**src/assert_macros.svh**
```systemverilog
// Assertion helpers for the tokenizer scanner.
`ifndef ASSERT_MACROS_SVH
`define ASSERT_MACROS_SVH

// Property checked on every rising clock edge outside reset.
`define ASSERT_CLK(lbl, prop) \
	lbl: assert property (@(posedge clk) disable iff (!arst_n) (prop)) \
		else $error("tokenizer assertion failed");

// Condition that must never hold outside reset.
`define ASSERT_NEVER(lbl, cond) \
	lbl: assert property (@(posedge clk) disable iff (!arst_n) !(cond)) \
		else $error("tokenizer forbidden condition");

`endif

```
**src/st_pkg.sv**
```systemverilog
// ----------------------------------------------------------------------------
// st_pkg: shared types and constants of the source tokenizer
// Token record passed from the scanner to the finishing stage, token kinds,
// error codes and the keyword table.
// ----------------------------------------------------------------------------
`timescale 1ns / 1ps
`default_nettype none

package st_pkg;

	localparam int KW_MAX_LEN = 9;
	localparam int KW_BITS    = 8 * KW_MAX_LEN;
	localparam int KW_COUNT   = 37;
	localparam int MAX_COMMENT_DEPTH = 15;
	localparam int QDEPTH     = 4;
	localparam int QPTR_W     = $clog2(QDEPTH);

	localparam logic [19:0] LINE_MAX  = 20'hFFFFF;
	localparam logic [31:0] HASH_INIT = 32'h811C9DC5;
	localparam logic [31:0] HASH_MUL  = 32'd16777619;
	localparam logic [31:0] HASH_FIN  = 32'h85EBCA6B;

	localparam logic [5:0] K_EOF     = 6'd0;
	localparam logic [5:0] K_IDENT   = 6'd1;
	localparam logic [5:0] K_KEYWORD = 6'd2;
	localparam logic [5:0] K_STRING  = 6'd3;
	localparam logic [5:0] K_INT     = 6'd4;
	localparam logic [5:0] K_REAL    = 6'd5;
	localparam logic [5:0] K_PLUS    = 6'd6;
	localparam logic [5:0] K_MINUS   = 6'd7;
	localparam logic [5:0] K_TIMES   = 6'd8;
	localparam logic [5:0] K_SLASH   = 6'd9;
	localparam logic [5:0] K_TILDE   = 6'd10;
	localparam logic [5:0] K_OP_IN   = 6'd11;
	localparam logic [5:0] K_OP_IS   = 6'd12;
	localparam logic [5:0] K_OP_OR   = 6'd13;
	localparam logic [5:0] K_OP_DIV  = 6'd14;
	localparam logic [5:0] K_OP_MOD  = 6'd15;
	localparam logic [5:0] K_OP_BXOR = 6'd16;
	localparam logic [5:0] K_OP_BAND = 6'd17;
	localparam logic [5:0] K_OP_BOR  = 6'd18;
	localparam logic [5:0] K_AMP     = 6'd19;
	localparam logic [5:0] K_DOT     = 6'd20;
	localparam logic [5:0] K_COMMA   = 6'd21;
	localparam logic [5:0] K_SEMI    = 6'd22;
	localparam logic [5:0] K_BAR     = 6'd23;
	localparam logic [5:0] K_LPAREN  = 6'd24;
	localparam logic [5:0] K_RPAREN  = 6'd25;
	localparam logic [5:0] K_LBRACK  = 6'd26;
	localparam logic [5:0] K_RBRACK  = 6'd27;
	localparam logic [5:0] K_LBRACE  = 6'd28;
	localparam logic [5:0] K_RBRACE  = 6'd29;
	localparam logic [5:0] K_BECOMES = 6'd30;
	localparam logic [5:0] K_CARET   = 6'd31;
	localparam logic [5:0] K_EQUAL   = 6'd32;
	localparam logic [5:0] K_HASH    = 6'd33;
	localparam logic [5:0] K_LESS    = 6'd34;
	localparam logic [5:0] K_GREATER = 6'd35;
	localparam logic [5:0] K_LEQ     = 6'd36;
	localparam logic [5:0] K_GEQ     = 6'd37;
	localparam logic [5:0] K_UPTO    = 6'd38;
	localparam logic [5:0] K_COLON   = 6'd39;
	localparam logic [5:0] K_ERROR   = 6'd40;

	localparam logic [2:0] E_NONE     = 3'd0;
	localparam logic [2:0] E_HEX      = 3'd1;
	localparam logic [2:0] E_CHAR     = 3'd2;
	localparam logic [2:0] E_OPEN_STR = 3'd3;
	localparam logic [2:0] E_OPEN_COM = 3'd4;
	localparam logic [2:0] E_BAD_CHAR = 3'd5;

	// Keyword text, right-justified with zero bytes above.
	localparam logic [KW_BITS-1:0] KW_TEXT [KW_COUNT] = '{
		"ARRAY", "BEGIN", "BY", "CASE", "CONST", "DIV", "DO", "ELSE", "ELSIF",
		"END", "FALSE", "FOR", "IF", "IMPORT", "IN", "IS", "MOD", "MODULE",
		"NATIVE", "NIL", "OF", "OR", "POINTER", "PROCEDURE", "RECORD", "REPEAT",
		"RETURN", "THEN", "TO", "TRUE", "TYPE", "UNTIL", "VAR", "WHILE",
		"BITXOR", "BITAND", "BITOR"};

	localparam logic [5:0] KW_KIND [KW_COUNT] = '{
		K_KEYWORD, K_KEYWORD, K_KEYWORD, K_KEYWORD, K_KEYWORD, K_OP_DIV,
		K_KEYWORD, K_KEYWORD, K_KEYWORD, K_KEYWORD, K_KEYWORD, K_KEYWORD,
		K_KEYWORD, K_KEYWORD, K_OP_IN, K_OP_IS, K_OP_MOD, K_KEYWORD,
		K_KEYWORD, K_KEYWORD, K_KEYWORD, K_OP_OR, K_KEYWORD, K_KEYWORD,
		K_KEYWORD, K_KEYWORD, K_KEYWORD, K_KEYWORD, K_KEYWORD, K_KEYWORD,
		K_KEYWORD, K_KEYWORD, K_KEYWORD, K_KEYWORD, K_OP_BXOR, K_OP_BAND,
		K_OP_BOR};

	typedef enum logic [3:0] {
		M_IDLE, M_IDENT, M_NUM, M_NUMDOT, M_FRAC, M_EXPMARK, M_EXP,
		M_STR, M_COM, M_COMSTAR, M_COMPAR, M_OP
	} mode_t;

	typedef struct packed {
		logic [5:0]         kind;
		logic [31:0]        ival;
		logic [31:0]        hash;   // running hash, finished downstream
		logic [15:0]        len;
		logic [19:0]        line;
		logic [2:0]         err;
		logic               last;
		logic               fin;    // apply final hash mix
		logic               ident;  // look up in keyword table
		logic [KW_BITS-1:0] kwv;
	} tok_t;

endpackage

`default_nettype wire

```
**src/st_front.sv**
```systemverilog
// ----------------------------------------------------------------------------
// st_front: byte scanner
// Takes one source byte per request, runs the lexer state machine one pass per
// cycle while the queue has room and pushes raw token records into the queue.
// ----------------------------------------------------------------------------
`timescale 1ns / 1ps
`default_nettype none
`include "assert_macros.svh"

module st_front (
	input  wire logic        clk,
	input  wire logic        arst_n,
	input  wire logic        s_tvalid,
	output logic             s_tready,
	input  wire logic [7:0]  s_tdata,   // char_in
	output logic             push_valid,
	input  wire logic        push_ready,
	output st_pkg::tok_t     push_tok
);
	import st_pkg::*;

	mode_t               mode_q, mode_d;
	logic                again;
	logic                busy_q, halted_q, halted_d;
	logic [7:0]          c;
	logic [31:0]         dec_q, dec_d, hex_q, hex_d, hash_q, hash_d;
	logic                hexl_q, hexl_d;
	logic [15:0]         cnt_q, cnt_d;
	logic [KW_BITS-1:0]  kwv_q, kwv_d;
	logic [19:0]         line_q, line_d, csl_q, csl_d, line_inc;
	logic [3:0]          depth_q, depth_d, depth_dn;
	logic [7:0]          held_q, held_d;
	logic                emit;
	tok_t                tok;

	logic is_let, is_dig, is_ws, is_hold, is_quote, is_hexl, idle_emits;
	logic [5:0]  sk;
	logic [3:0]  hexv;
	logic [31:0] mh, mres, digit;
	logic [7:0]  mc;
	logic [30:0] mx;
	logic        step;

	always_comb begin
		is_let   = (c >= "A" && c <= "Z") || (c >= "a" && c <= "z") || c == "_";
		is_dig   = c >= "0" && c <= "9";
		is_ws    = c == 8'h20 || (c >= 8'h09 && c <= 8'h0D);
		is_hold  = c == "(" || c == ":" || c == "<" || c == ">" || c == ".";
		is_quote = c == 8'h22;
		is_hexl  = (c >= "A" && c <= "F") || (c >= "a" && c <= "f");
		hexv     = 4'(c[2:0] + 3'd1) + 4'd8;   // letters A..F and a..f
		digit    = {28'd0, c[3:0]};
		idle_emits = !(is_ws || is_let || is_dig || is_quote || is_hold);
		case (c)
			"+": sk = K_PLUS;
			"-": sk = K_MINUS;
			"*": sk = K_TIMES;
			"/": sk = K_SLASH;
			"~": sk = K_TILDE;
			"&": sk = K_AMP;
			",": sk = K_COMMA;
			";": sk = K_SEMI;
			"|": sk = K_BAR;
			")": sk = K_RPAREN;
			"[": sk = K_LBRACK;
			"]": sk = K_RBRACK;
			"{": sk = K_LBRACE;
			"}": sk = K_RBRACE;
			"^": sk = K_CARET;
			"=": sk = K_EQUAL;
			"#": sk = K_HASH;
			default: sk = K_EOF;
		endcase
	end

	// One hash step shared by identifiers, strings and character constants.
	always_comb begin
		mh   = (mode_q == M_IDENT || mode_q == M_STR) ? hash_q : HASH_INIT;
		mc   = (mode_q == M_NUM) ? hex_q[7:0] : c;
		mx   = mh[30:0] ^ {23'd0, mc};
		mres = {1'b0, mx} * HASH_MUL;
	end

	assign line_inc = (line_q != LINE_MAX) ? line_q + 20'd1 : line_q;
	assign depth_dn = (depth_q != 4'd0) ? depth_q - 4'd1 : 4'd0;

	// next state
	always_comb begin
		mode_d = mode_q;
		again  = 1'b0;
		case (mode_q)
			M_IDLE: begin
				if (is_let)
					mode_d = M_IDENT;
				else if (is_dig)
					mode_d = M_NUM;
				else if (is_quote)
					mode_d = M_STR;
				else if (is_hold)
					mode_d = M_OP;
			end
			M_IDENT: begin
				if (!(is_let || is_dig)) begin
					mode_d = M_IDLE;
					again  = 1'b1;
				end
			end
			M_NUM: begin
				if (is_dig || is_hexl)
					mode_d = M_NUM;
				else if (c == "X" || c == "x" || c == "H" || c == "h")
					mode_d = M_IDLE;
				else if (c == ".")
					mode_d = M_NUMDOT;
				else if (hexl_q)
					mode_d = M_IDLE;
				else begin
					mode_d = M_IDLE;
					again  = 1'b1;
				end
			end
			M_NUMDOT: begin
				if (c == ".") begin
					if (hexl_q)
						mode_d = M_IDLE;
					else begin
						// finish as int, then rescan as ".."
						mode_d = M_OP;
						again  = 1'b1;
					end
				end else begin
					mode_d = M_FRAC;
					again  = 1'b1;
				end
			end
			M_FRAC, M_EXPMARK, M_EXP: begin
				if (is_dig) begin
					if (mode_q == M_EXPMARK)
						mode_d = M_EXP;
				end else if (mode_q == M_FRAC && (c == "e" || c == "E"))
					mode_d = M_EXPMARK;
				else if (mode_q != M_EXP && c == "-")
					mode_d = M_EXP;
				else begin
					mode_d = M_IDLE;
					again  = 1'b1;
				end
			end
			M_STR: begin
				if (is_quote || c == 8'd0)
					mode_d = M_IDLE;
			end
			M_COM, M_COMSTAR, M_COMPAR: begin
				if (c == 8'd0)
					mode_d = M_IDLE;
				else if (mode_q == M_COMSTAR && c == ")")
					mode_d = (depth_dn == 4'd0) ? M_IDLE : M_COM;
				else if (mode_q == M_COMPAR && c == "*")
					mode_d = M_COM;
				else if (c == "*")
					mode_d = M_COMSTAR;
				else if (c == "(")
					mode_d = M_COMPAR;
				else
					mode_d = M_COM;
			end
			M_OP: begin
				if (held_q == "(" && c == "*")
					mode_d = M_COM;
				else if (c == "=" && (held_q == ":" || held_q == "<" || held_q == ">"))
					mode_d = M_IDLE;
				else if (held_q == "." && c == ".")
					mode_d = M_IDLE;
				else begin
					mode_d = M_IDLE;
					again  = 1'b1;
				end
			end
			default: begin
				mode_d = M_IDLE;
				again  = 1'b1;
			end
		endcase
	end

	// outputs and data path
	always_comb begin
		dec_d = dec_q; hex_d = hex_q; hexl_d = hexl_q; hash_d = hash_q;
		cnt_d = cnt_q; kwv_d = kwv_q; line_d = line_q; csl_d = csl_q;
		depth_d = depth_q; held_d = held_q; halted_d = halted_q;
		emit = 1'b0;
		tok  = '0;
		tok.line = line_q;
		case (mode_q)
			M_IDLE: begin
				if (c == 8'd0) begin
					emit = 1'b1;
					tok.kind = K_EOF;
				end else if (is_ws) begin
					if (c == 8'h0A)
						line_d = line_inc;
				end else if (is_let) begin
					hash_d = mres;
					cnt_d  = 16'd1;
					kwv_d  = {{(KW_BITS-8){1'b0}}, c};
				end else if (is_dig) begin
					dec_d  = digit;
					hex_d  = digit;
					hexl_d = 1'b0;
				end else if (is_quote) begin
					hash_d = HASH_INIT;
					cnt_d  = 16'd0;
					kwv_d  = '0;
					csl_d  = line_q;
				end else if (is_hold)
					held_d = c;
				else if (sk != K_EOF) begin
					emit = 1'b1;
					tok.kind = sk;
				end else begin
					emit = 1'b1;
					halted_d = 1'b1;
					tok.kind = K_ERROR;
					tok.err  = E_BAD_CHAR;
				end
			end
			M_IDENT: begin
				if (is_let || is_dig) begin
					hash_d = mres;
					if (cnt_q < 16'(KW_MAX_LEN))
						kwv_d = {kwv_q[KW_BITS-9:0], c};
					if (cnt_q != 16'hFFFF)
						cnt_d = cnt_q + 16'd1;
				end else begin
					emit = 1'b1;
					tok.kind  = K_IDENT;
					tok.hash  = hash_q;
					tok.len   = cnt_q;
					tok.fin   = 1'b1;
					tok.ident = 1'b1;
					tok.kwv   = kwv_q;
				end
			end
			M_NUM: begin
				if (is_dig) begin
					dec_d = (dec_q << 3) + (dec_q << 1) + digit;
					hex_d = {hex_q[27:0], c[3:0]};
				end else if (is_hexl) begin
					hex_d  = {hex_q[27:0], hexv};
					hexl_d = 1'b1;
				end else if (c == "X" || c == "x") begin
					emit = 1'b1;
					if (hex_q > 32'd255) begin
						halted_d = 1'b1;
						tok.kind = K_ERROR;
						tok.err  = E_CHAR;
					end else begin
						tok.kind = K_STRING;
						tok.fin  = 1'b1;
						if (hex_q == 32'd0)
							tok.hash = HASH_INIT;
						else begin
							tok.ival = hex_q;
							tok.hash = mres;
							tok.len  = 16'd1;
						end
					end
				end else if (c == "H" || c == "h") begin
					emit = 1'b1;
					tok.kind = K_INT;
					tok.ival = hex_q;
				end else if (c == ".") begin
					emit = 1'b0;
				end else if (hexl_q) begin
					emit = 1'b1;
					halted_d = 1'b1;
					tok.kind = K_ERROR;
					tok.err  = E_HEX;
				end else begin
					emit = 1'b1;
					tok.kind = K_INT;
					tok.ival = dec_q;
				end
			end
			M_NUMDOT: begin
				if (c == ".") begin
					emit = 1'b1;
					if (hexl_q) begin
						halted_d = 1'b1;
						tok.kind = K_ERROR;
						tok.err  = E_HEX;
					end else begin
						tok.kind = K_INT;
						tok.ival = dec_q;
						held_d   = ".";
					end
				end
			end
			M_FRAC, M_EXPMARK, M_EXP: begin
				if (!(is_dig || (mode_q == M_FRAC && (c == "e" || c == "E"))
						|| (mode_q != M_EXP && c == "-"))) begin
					emit = 1'b1;
					tok.kind = K_REAL;
				end
			end
			M_STR: begin
				if (is_quote) begin
					emit = 1'b1;
					tok.kind = K_STRING;
					tok.hash = hash_q;
					tok.len  = cnt_q;
					tok.fin  = 1'b1;
				end else if (c == 8'd0) begin
					emit = 1'b1;
					halted_d = 1'b1;
					tok.kind = K_ERROR;
					tok.err  = E_OPEN_STR;
					tok.line = csl_q;
				end else begin
					if (c == 8'h0A)
						line_d = line_inc;
					hash_d = mres;
					if (cnt_q < 16'(KW_MAX_LEN))
						kwv_d = {kwv_q[KW_BITS-9:0], c};
					if (cnt_q != 16'hFFFF)
						cnt_d = cnt_q + 16'd1;
				end
			end
			M_COM, M_COMSTAR, M_COMPAR: begin
				if (c == 8'd0) begin
					emit = 1'b1;
					halted_d = 1'b1;
					tok.kind = K_ERROR;
					tok.err  = E_OPEN_COM;
					tok.line = csl_q;
				end else begin
					if (c == 8'h0A)
						line_d = line_inc;
					if (mode_q == M_COMSTAR && c == ")")
						depth_d = depth_dn;
					else if (mode_q == M_COMPAR && c == "*"
							&& depth_q < 4'(MAX_COMMENT_DEPTH))
						depth_d = depth_q + 4'd1;
				end
			end
			M_OP: begin
				held_d = 8'd0;
				if (held_q == "(" && c == "*") begin
					depth_d = 4'd1;
					csl_d   = line_q;
				end else begin
					emit = 1'b1;
					if (c == "=" && held_q == ":")
						tok.kind = K_BECOMES;
					else if (c == "=" && held_q == "<")
						tok.kind = K_LEQ;
					else if (c == "=" && held_q == ">")
						tok.kind = K_GEQ;
					else if (held_q == "." && c == ".")
						tok.kind = K_UPTO;
					else begin
						case (held_q)
							"(": tok.kind = K_LPAREN;
							":": tok.kind = K_COLON;
							"<": tok.kind = K_LESS;
							">": tok.kind = K_GREATER;
							default: tok.kind = K_DOT;
						endcase
					end
				end
			end
			default: emit = 1'b0;
		endcase
		// last unless the rescan of this byte emits again
		tok.last = !again || (mode_d == M_IDLE && !idle_emits);
	end

	assign s_tready   = !busy_q;
	assign push_valid = busy_q && emit;
	assign push_tok   = tok;
	assign step       = busy_q && (!emit || push_ready);

	always_ff @(posedge clk or negedge arst_n) begin
		if (!arst_n) begin
			busy_q   <= 1'b0;
			halted_q <= 1'b0;
			mode_q   <= M_IDLE;
			dec_q    <= '0;
			hex_q    <= '0;
			hexl_q   <= 1'b0;
			hash_q   <= HASH_INIT;
			cnt_q    <= '0;
			line_q   <= 20'd1;
			depth_q  <= '0;
			csl_q    <= 20'd1;
			held_q   <= '0;
		end else if (s_tvalid && s_tready) begin
			busy_q <= !halted_q;
		end else if (step) begin
			busy_q   <= again && !halted_d;
			halted_q <= halted_d;
			mode_q   <= halted_d ? M_IDLE : mode_d;
			dec_q    <= dec_d;
			hex_q    <= hex_d;
			hexl_q   <= hexl_d;
			hash_q   <= hash_d;
			cnt_q    <= cnt_d;
			line_q   <= line_d;
			depth_q  <= depth_d;
			csl_q    <= csl_d;
			held_q   <= held_d;
		end
	end

	always_ff @(posedge clk) begin
		if (s_tvalid && s_tready)
			c <= s_tdata;
		if (step)
			kwv_q <= kwv_d;
	end

	`ASSERT_CLK(a_halt_sticks, halted_q |=> halted_q)
	`ASSERT_NEVER(a_push_halted, push_valid && halted_q)
	`ASSERT_CLK(a_line_monotonic, 1'b1 |=> line_q >= $past(line_q))

endmodule

`default_nettype wire

```
**src/st_queue.sv**
```systemverilog
// ----------------------------------------------------------------------------
// st_queue: token queue
// Short first-in first-out buffer between the scanner and finishing stage.
// ----------------------------------------------------------------------------
`timescale 1ns / 1ps
`default_nettype none

module st_queue (
	input  wire logic         clk,
	input  wire logic         arst_n,
	input  wire logic         push_valid,
	output logic              push_ready,
	input  wire st_pkg::tok_t push_tok,
	output logic              pop_valid,
	input  wire logic         pop_ready,
	output st_pkg::tok_t      pop_tok
);
	import st_pkg::*;

	tok_t                mem_q [QDEPTH];
	logic [QPTR_W-1:0]   wr_q, rd_q;
	logic [QPTR_W:0]     cnt_q;
	logic                do_push, do_pop;

	assign push_ready = cnt_q != (QPTR_W+1)'(QDEPTH);
	assign pop_valid  = cnt_q != '0;
	assign pop_tok    = mem_q[rd_q];
	assign do_push    = push_valid && push_ready;
	assign do_pop     = pop_valid && pop_ready;

	always_ff @(posedge clk or negedge arst_n) begin
		if (!arst_n) begin
			wr_q  <= '0;
			rd_q  <= '0;
			cnt_q <= '0;
		end else begin
			if (do_push)
				wr_q <= wr_q + 1'b1;
			if (do_pop)
				rd_q <= rd_q + 1'b1;
			if (do_push && !do_pop)
				cnt_q <= cnt_q + 1'b1;
			else if (do_pop && !do_push)
				cnt_q <= cnt_q - 1'b1;
		end
	end

	always_ff @(posedge clk) begin
		if (do_push)
			mem_q[wr_q] <= push_tok;
	end

endmodule

`default_nettype wire

```
**src/st_back.sv**
```systemverilog
// ----------------------------------------------------------------------------
// st_back: token finishing stage
// Resolves keywords, applies the final hash mix over two stages and holds
// the result in the output register.
// ----------------------------------------------------------------------------
`timescale 1ns / 1ps
`default_nettype none

module st_back (
	input  wire logic         clk,
	input  wire logic         arst_n,
	input  wire logic         pop_valid,
	output logic              pop_ready,
	input  wire st_pkg::tok_t pop_tok,
	output logic              m_tvalid,
	input  wire logic         m_tready,
	output logic [119:0]      m_tdata,
	output logic              m_tlast
);
	import st_pkg::*;

	logic        s1_valid, out_valid_q, s2_ready;
	logic [5:0]  kind_s1, kwi_s1, kind_c, kwi_c;
	logic [31:0] ival_s1, hmul_s1, hash_fin;
	logic [15:0] len_s1;
	logic [19:0] line_s1;
	logic [2:0]  err_s1;
	logic        last_s1, fin_s1;
	logic [31:0] hmul_c;

	logic [5:0]  kind_q, kwi_q;
	logic [31:0] ival_q, hash_q;
	logic [15:0] len_q;
	logic [19:0] line_q;
	logic [2:0]  err_q;
	logic        last_q;

	always_comb begin
		kind_c = pop_tok.kind;
		kwi_c  = '0;
		if (pop_tok.ident && pop_tok.len <= 16'(KW_MAX_LEN)) begin
			for (int k = KW_COUNT - 1; k >= 0; k--) begin
				if (pop_tok.kwv == KW_TEXT[6'(k)]) begin
					kind_c = KW_KIND[6'(k)];
					kwi_c  = 6'(k);
				end
			end
		end
		hmul_c = pop_tok.hash * HASH_FIN;
	end

	assign s2_ready  = !out_valid_q || m_tready;
	assign pop_ready = !s1_valid || s2_ready;
	assign hash_fin  = fin_s1 ? (hmul_s1 ^ {16'd0, hmul_s1[31:16]}) : 32'd0;

	always_ff @(posedge clk or negedge arst_n) begin
		if (!arst_n) begin
			s1_valid    <= 1'b0;
			out_valid_q <= 1'b0;
		end else begin
			if (pop_ready)
				s1_valid <= pop_valid;
			if (s2_ready)
				out_valid_q <= s1_valid;
		end
	end

	always_ff @(posedge clk) begin
		if (pop_ready && pop_valid) begin
			kind_s1 <= kind_c;
			kwi_s1  <= kwi_c;
			ival_s1 <= pop_tok.ival;
			hmul_s1 <= hmul_c;
			len_s1  <= pop_tok.len;
			line_s1 <= pop_tok.line;
			err_s1  <= pop_tok.err;
			last_s1 <= pop_tok.last;
			fin_s1  <= pop_tok.fin;
		end
		if (s2_ready && s1_valid) begin
			kind_q <= kind_s1;
			kwi_q  <= kwi_s1;
			ival_q <= ival_s1;
			hash_q <= hash_fin;
			len_q  <= len_s1;
			line_q <= line_s1;
			err_q  <= err_s1;
			last_q <= last_s1;
		end
	end

	assign m_tvalid = out_valid_q;
	assign m_tlast  = last_q;
	assign m_tdata  = {5'd0, err_q, line_q, len_q, hash_q, kwi_q, ival_q, kind_q};

endmodule

`default_nettype wire

```
**src/source_tokenizer.sv**
```systemverilog
// ----------------------------------------------------------------------------
// source_tokenizer: byte-serial lexer
// Scanner, token queue and finishing stage.
// ----------------------------------------------------------------------------
// Each source byte is first captured and then gets one lexer pass in the
// scanner, plus one more pass when the byte ends a pending token and is scanned
// again, and one more for the byte that follows the dot of a number; a token
// that finds the queue full holds the scanner until a slot frees up. Tokens
// wait in a four-entry queue and leave through a two-stage keyword/hash-finish
// pipe, so the scanner keeps taking bytes while results are stalled until the
// queue fills. An error token halts the block until reset; later bytes are
// taken and dropped.
`timescale 1ns / 1ps
`default_nettype none

module source_tokenizer (
	input  wire logic         clk,
	input  wire logic         arst_n,
	input  wire logic         s_tvalid,
	output logic              s_tready,
	input  wire logic [7:0]   s_tdata,   // char_in
	output logic              m_tvalid,
	input  wire logic         m_tready,
	// token_kind, int_value, keyword_index, text_hash, text_length,
	// line_number, error_code, zero pad
	output logic [119:0]      m_tdata,
	output logic              m_tlast    // last
);
	import st_pkg::*;

	logic push_valid, push_ready, pop_valid, pop_ready;
	tok_t push_tok, pop_tok;

	st_front u_front (
		.clk, .arst_n, .s_tvalid, .s_tready, .s_tdata,
		.push_valid, .push_ready, .push_tok
	);

	st_queue u_queue (
		.clk, .arst_n, .push_valid, .push_ready, .push_tok,
		.pop_valid, .pop_ready, .pop_tok
	);

	st_back u_back (
		.clk, .arst_n, .pop_valid, .pop_ready, .pop_tok,
		.m_tvalid, .m_tready, .m_tdata, .m_tlast
	);

endmodule

`default_nettype wire
```
**config.mk**
```make
export PLATFORM = sky130hd
export DESIGN_NAME = source_tokenizer
export DESIGN_NICKNAME = d
export VERILOG_FILES = /design/src/st_pkg.sv /design/src/st_front.sv /design/src/st_queue.sv /design/src/st_back.sv /design/src/source_tokenizer.sv
export VERILOG_INCLUDE_DIRS = /design/src /design/src/src
export SDC_FILE = /design/constraint.sdc
export NUM_CORES = 2
export LEC_CHECK = 0
export BUFFER_PORTS_ARGS = -buffer_cell sky130_fd_sc_hd__buf_2
export CAP_MARGIN = 20
export CORE_AREA = 2 2 335 337
export CTS_BUF_LIST = sky130_fd_sc_hd__clkbuf_4 sky130_fd_sc_hd__clkbuf_8
export DETAILED_ROUTE_END_ITERATION = 12
export DIE_AREA = 0 0 337 339
export PLACE_DENSITY = 0.76
export SETUP_SLACK_MARGIN = 0.05
export SYNTH_ARGS = -nofsm -noshare
export SYNTH_HDL_FRONTEND = slang
export SYNTH_SLANG_ARGS = --single-unit
```
**constraint.sdc**
```tcl
create_clock -name clk -period 16.9 [get_ports clk]
set_clock_uncertainty 0.2 [all_clocks]
set_input_delay 4.225 -clock clk [delete_from_list [all_inputs] [get_ports clk]]
set_output_delay 4.225 -clock clk [all_outputs]
set_load 0.005 [all_outputs]
```
Word level (Yosys, flattened, before mapping)
Memories as Yosys holds them, arrays and structs flattened.
Cells that the tools add are included.
{"block": "word_totals", "regBits": 493, "mem_bits_rw": 736, "inputBits": 12, "output_inout_bits": 123, "elab_cells": 568, "n_memories": 1}
{"block": "op_classes", "addsub": 12, "mul": 2, "magnitude_cmp": 14, "n_eq_ne": 108, "mux": 285, "bitwise_logic": 4, "n_reduce_logical": 101}
{"memory": "u_queue.mem_q", "words": 4, "width": 184, "read_ports": 1, "rd_ports_with_merged_regs": 0, "wr": 1, "line_no": "st_queue.sv:20", "text": "tok_t mem_q [QDEPTH];"}
{"cell": "2-to-1 mux 72 bit", "count": 9}
{"cell": "== test 72 x 15 -> 1 bit (second input constant)", "count": 8}
{"cell": "2-to-1 mux 32 bit", "count": 18}
{"cell": "== test 72 x 39 -> 1 bit (second input constant)", "count": 6}
{"cell": "== test 72 x 47 -> 1 bit (second input constant)", "count": 6}
{"cell": "== test 72 x 23 -> 1 bit (second input constant)", "count": 5}
{"cell": "== test 72 x 31 -> 1 bit (second input constant)", "count": 5}
{"cell": "2-to-1 mux 6 bit", "count": 51}
{"cell": "2-to-1 mux 20 bit", "count": 12}
{"cell": "one-hot mux 72 bit (3 select lines)", "count": 1}
{"cell": "one-hot mux 32 bit (2 select lines)", "count": 3}
{"cell": "== test 8 x 6 -> 1 bit (second input constant)", "count": 22}
{"cell": "2-to-1 mux 86 bit", "count": 2}
{"cell": "2-to-1 mux 38 bit", "count": 4}
{"cell": "2-to-1 mux 16 bit", "count": 9}
{"cell": "2-to-1 mux 48 bit", "count": 3}
{"cell": "one-hot mux 48 bit (3 select lines)", "count": 1}
{"cell": "2-to-1 mux 4 bit", "count": 33}
{"cell": "== test 8 x 7 -> 1 bit (second input constant)", "count": 14}
{"cell": "one-hot mux 6 bit (17 select lines)", "count": 1}
{"cell": "one-hot mux 32 bit (3 select lines)", "count": 1}
{"cell": "2-to-1 mux 5 bit", "count": 16}
{"cell": "2-to-1 mux 80 bit", "count": 1}
{"cell": "one-hot mux 20 bit (2 select lines)", "count": 2}
{"cell": "other kinds (85)", "count": 293}

Logic depth before layout (Yosys ltp)
An unclocked memory read counts as a cell.
{"block": "logic_depth", "word_depth": 36, "depth_mapped": 33, "depth_no_buf": 27}

By module
From an unflattened synthesis, not the netlist that was laid out.
{"block": "unflattened", "cells_unflattened": 4886, "area_unflattened_um2": 66940.5}
{"mod": "st_queue", "instances": 1, "cells_per_inst": 997, "area_per_inst_um2": 26967.1, "seq_area_each_um2": 22276.4}
{"mod": "st_front", "instances": 1, "cells_per_inst": 2290, "area_per_inst_um2": 21166.6, "seq_area_each_um2": 6701.4}
{"mod": "st_back", "instances": 1, "cells_per_inst": 1599, "area_per_inst_um2": 18806.8, "seq_area_each_um2": 7046.8}

Worst setup path after synthesis
OpenSTA, ideal clock, no wires.
{"block": "synth_path", "kind": "input -> register", "from": "input port m_tready", "to": "register u_queue.cnt_q[1]", "setup_time_ns": 0.125, "t_arrival_ns": 11.473, "required_ns": 16.575, "path_slack_ns": 5.102, "path_stages": 7, "n_path_buf": 0, "path_cell_list": "nor2b_1 > a21oi_1 > inv_1 > ha_1 > inv_1 > fa_1 > mux2_2"}
{"block": "synth_between", "elab_chain_cells": 6, "word_cells_on_any_way": 8, "cone_classes": "mux: 1; reduce/logical: 7"}
{"item": "start, declared", "line_no": "source_tokenizer.sv:23", "text": "input wire logic m_tready,"}
{"item": "logical OR 1 bit *", "line_no": "st_back.sv:52", "text": "assign s2_ready = !out_valid_q || m_tready;"}
{"item": "logical OR 1 bit *", "line_no": "st_back.sv:53", "text": "assign pop_ready = !s1_valid || s2_ready;"}
{"item": "logical AND 1 bit *", "line_no": "st_queue.sv:29", "text": "assign do_pop = pop_valid && pop_ready;"}
{"item": "via u_queue.do_pop", "line_no": "st_queue.sv:23", "text": "logic do_push, do_pop;"}
{"item": "zero test 1 bit", "line_no": "st_queue.sv:41", "text": "if (do_push && !do_pop)"}
{"item": "logical AND 1 bit", "line_no": "st_queue.sv:41"}
{"item": "2-to-1 mux 3 bit or nonzero test 2 bit (tied branches)"}
{"item": "end signal, assigned", "line_no": "st_queue.sv:42", "text": "cnt_q <= cnt_q + 1'b1;"}
{"item": "end signal, assigned", "line_no": "st_queue.sv:44", "text": "cnt_q <= cnt_q - 1'b1;"}
{"item": "end, declared", "line_no": "st_queue.sv:22", "text": "logic [QPTR_W:0] cnt_q;"}
Mark *: on every way through the listed nets, which the timed path passes. The rest lies on a longest branch.
A chain may end at the register's enable or synchronous reset.

Worst setup path in the final report
{"block": "layout_path", "from": "register u_queue.rd_q[0]", "to": "register u_back.hmul_s1[31] (data pin)"}
{"block": "layout_between", "elab_chain_cells": 2}
{"item": "start, declared", "line_no": "st_queue.sv:21", "text": "logic [QPTR_W-1:0] wr_q, rd_q;"}
{"item": "start signal, assigned", "line_no": "st_queue.sv:40", "text": "rd_q <= rd_q + 1'b1;"}
{"item": "memory read (4 x 184 bit)"}
{"item": "multiplier 32 x 32 -> 32 bit", "line_no": "st_back.sv:49", "text": "hmul_c = pop_tok.hash * HASH_FIN;"}
{"item": "via u_back.hmul_c[31]", "line_no": "st_back.sv:29", "text": "logic [31:0] hmul_c;"}
{"item": "end signal, assigned", "line_no": "st_back.sv:73", "text": "hmul_s1 <= hmul_c;"}
{"item": "end, declared", "line_no": "st_back.sv:24", "text": "logic [31:0] ival_s1, hmul_s1, hash_fin;"}
The timed path passes the listed nets, and every way through them passes these cells.

==> flow_summary_export.csv <==
group,metric,value,unit
cells_and_area,drive_gt1_share,14.6,%
route,totalWireLength,151000,um
route,drtIter0Drc,3622,
setup_path,r2r_setup_slack,7330,ps
clocking,clock_latency,890,ps
sta,fmax,105,MHz
route,dr.pass1.iters,6,
hold_path,min_to,"u_back.kind_q[4]",
die,num_io_pins,135,
setup_path,r2r-end,"u_back.hmul_s1[31]",
sta,worst_pin_slew,1120,ps
die,core_area,0.110,mm^2
route,wl_per_cell,22.4,um
setup_path,worst-r2r-cell-count,28,
job,cap_violations,0,
yosys,synth_edf_count,1049,
route,detail_route.vias_per_cell,5.88,
yosys,synth_compound_area_share,5.86,%
yosys,synth_top_family_by_area,"adder cells",
clocking,cts_buffers,191,
setup_path,path_max_fanout,50,
sta,hold_viol_final,0,
clocking,postCtsSetupRepairBufs,0,
die,die_h,339,um
yosys,synthAdderAreaFrac,17.1,%
hold_path,min-delay-start,"u_back.kind_s1[4]",
cells_and_area,area_delta_synth_final,9.64,%
clocking,cts_hold_buf,0,
yosys,syn_inst,4858,
yosys,yosysUniqueCellTypes,92,
global_route,grt_max_degree,149,
sta,period_share,56.6,%
cells_and_area,fill_cells,7895,
yosys,ys_seq_elements,1229,
cells_and_area,seqCellArea,0.0360,mm^2
die,die_w,337,um
global_route,grt_use_total,27.1,%
clocking,cts_sinks,1229,
clocking,htree_levels,4,
global_route,overflow,0,
placed_design,gp_congestion,0.964,
setup_path,cp.arrival,9990,ps
yosys,netlist_area,0.0660,mm^2
clocking,cts_resized,0,
cells_and_area,final_util,65.6,%
setup_path,required,17330,ps
cells_and_area,multi_input_area,0.0272,mm^2
yosys,synth_xor_area_share,2.36,%
die,rows,122,
setup_path,crit-reg2reg-launch,"u_queue.rd_q[0]",
yosys,ys_seq_area_share,54.6,%
die,start_util,59.8,%
cells_and_area,layout.cells.non_filler,6734,
placed_design,placed_cells,6377,
die,die_area,0.114,mm^2
global_route,grt_pass1_wl,236000,um
cells_and_area,final_cell_mix,"1,049 x edfxtp_1, 591 x inv_1, 436 x ha_1",
yosys,avgSynthCellArea,13.6,um^2
setup_path,cp_slowest_cell,"dfrtp_4",
placed_design,io_buffers,129,
sta,finalSetupViolations,0,
setup_path,endpoint_kind,"register",
sta,setup_tns,0,ps
yosys,async_flop_share,14.6,%
route,post-route-drc-count,0,
route,ant_nets,0,
global_route,antenna_found_initial,4,
clocking,ctsLongestPathBuffers,3,
yosys,ys.flop_type,"edfxtp_1",
clocking,cts_tree,"done",
run_status,status,"finished, final reports clean",
sta,rsz0062_at_grt,"no",
sta,layout_min_cycle_time,9570,ps
route,detailroute.via_count,39600,
yosys,ys_warn_count,0,
setup_path,crit_type,"reg2reg",
clocking,clk_pin_slew_worst_paths,70,ps
setup_path,cpPeakStageDelay,830,ps
clocking,root_buffer,"clkbuf_8",
hold_path,hold_path_depth,0,
setup_path,worst_setup_path_start_kind,"register",
yosys,synth_mux_area_share,6.44,%
yosys,synth-simple-area-share,9.39,%
hold_path,hold_class,"reg2reg",
sta,worst_hold_slack,213,ps
placed_design,dp_hpwl,107000,um
cells_and_area,nets,5821,
global_route,grt_pass1_vias,40700,
sta,slew_viol_final,0,
sta,relSlewSlack,25.2,%
cells_and_area,final_common_cell,"edfxtp_1",
[routing by layer]
| layer | global-route usage, % | vias up | wire, um |
|---|---|---|---|
| met2 | 43.5 | 1300 | 73100 |
| met4 | 8.71 | 0 | 4220 |
| met5 | 0 | - | 0 |
| met1 | 38.0 | 20000 | 64500 |
| li1 | - | 18000 | - |
| met3 | 4.61 | 257 | 9230 |
[worst max-delay path by stage]
| stage | from | end | slack [ps] | cells past startpoint |
|---|---|---|---|---|
| after global routing | u_queue.rd_q[0] | u_back.hmul_s1[31] | 6700 | 28 |
| final | u_queue.rd_q[0] | u_back.hmul_s1[31] | 7330 | 28 |
| after CTS | u_queue.rd_q[0] | u_back.hmul_s1[31] | 7160 | 28 |
| after global placement | u_queue.rd_q[0] | u_back.hmul_s1[31] | 7250 | 28 |
| after detailed placement | u_queue.rd_q[0] | u_back.hmul_s1[31] | 7120 | 28 |
| after floorplan | m_tready | u_queue.cnt_q[1] | 5100 | 7 |
[through the flow]
step                area [um^2]  setup WS, ps
floorplan                 66000          5100
global placement          68400          7250
detailed placement        68400          7120
CTS                       72400          7160
global route              72400          6700
finish                    72400          7330
[final cells by class]
type                       instances  area share [%]
antenna                            3          0.0104
clock buffer                     257            4.45
clock inverter                    96            1.03
inverter                         591            3.06
multi-input combinational       2892            37.6
sequential                      1229            49.8
tap                             1488            2.57
timing repair buffer             178            1.47
[registers in the layout (all words and copies together), names as in the netlist, 20 cells and up]
name and count:
u_front.hex_q 32, u_back.hmul_s1 32, u_front.line_q 20, u_front.csl_q 20
u_back.ival_s1 32, u_front.kwv_q 72, u_front.dec_q 32, u_back.ival_q 32
u_back.line_q 20, u_back.hash_q 32, u_back.line_s1 20, u_queue.mem_q 736
u_front.hash_q 32
[kinds of logic after synthesis]
kind of cell,Yosys count
compound gates,595
flops,1229
buf+inv,741
other cells,1
mux,212
fa+ha+maj,726
simple gates,1178
xor+xnor,176
[critical path, delay by kind of cell, from the launching register on]
kind	cells	cell delay, ps
AOI/OAI and AO/OA	8	1420
xor gates and xnor gates	1	70
adders and majority gates	9	3890
buffers and inverters	8	1900
DFF	1	830
muxes	1	750
and+or+nand+nor	1	200
[synth_stat cells (all sizes together) (24+ instances only)]
master	count	area [um^2]
and2	203	1270
buf	45	254
o21ai	183	916
clkbuf	105	394
ha	436	5460
nand2	296	1110
nand3	57	285
dfrtp	164	4100
nand4	55	350
a21oi	119	603
o31ai	33	248
edfxtp	1049	31500
or2	24	150
mux2	43	484
xnor2	114	998
nand2b	51	319
a22o	53	464
a21o	42	315
fa	290	5810
xor2	61	534
nor4	52	340
nor2b	43	269
inv	591	2220
mux4	166	3740
nor2	206	776
nor3	60	310
and3	27	169
Power is not shown: default switching activity piles up to over one toggle a cycle in this logic, so the estimate is an artifact.
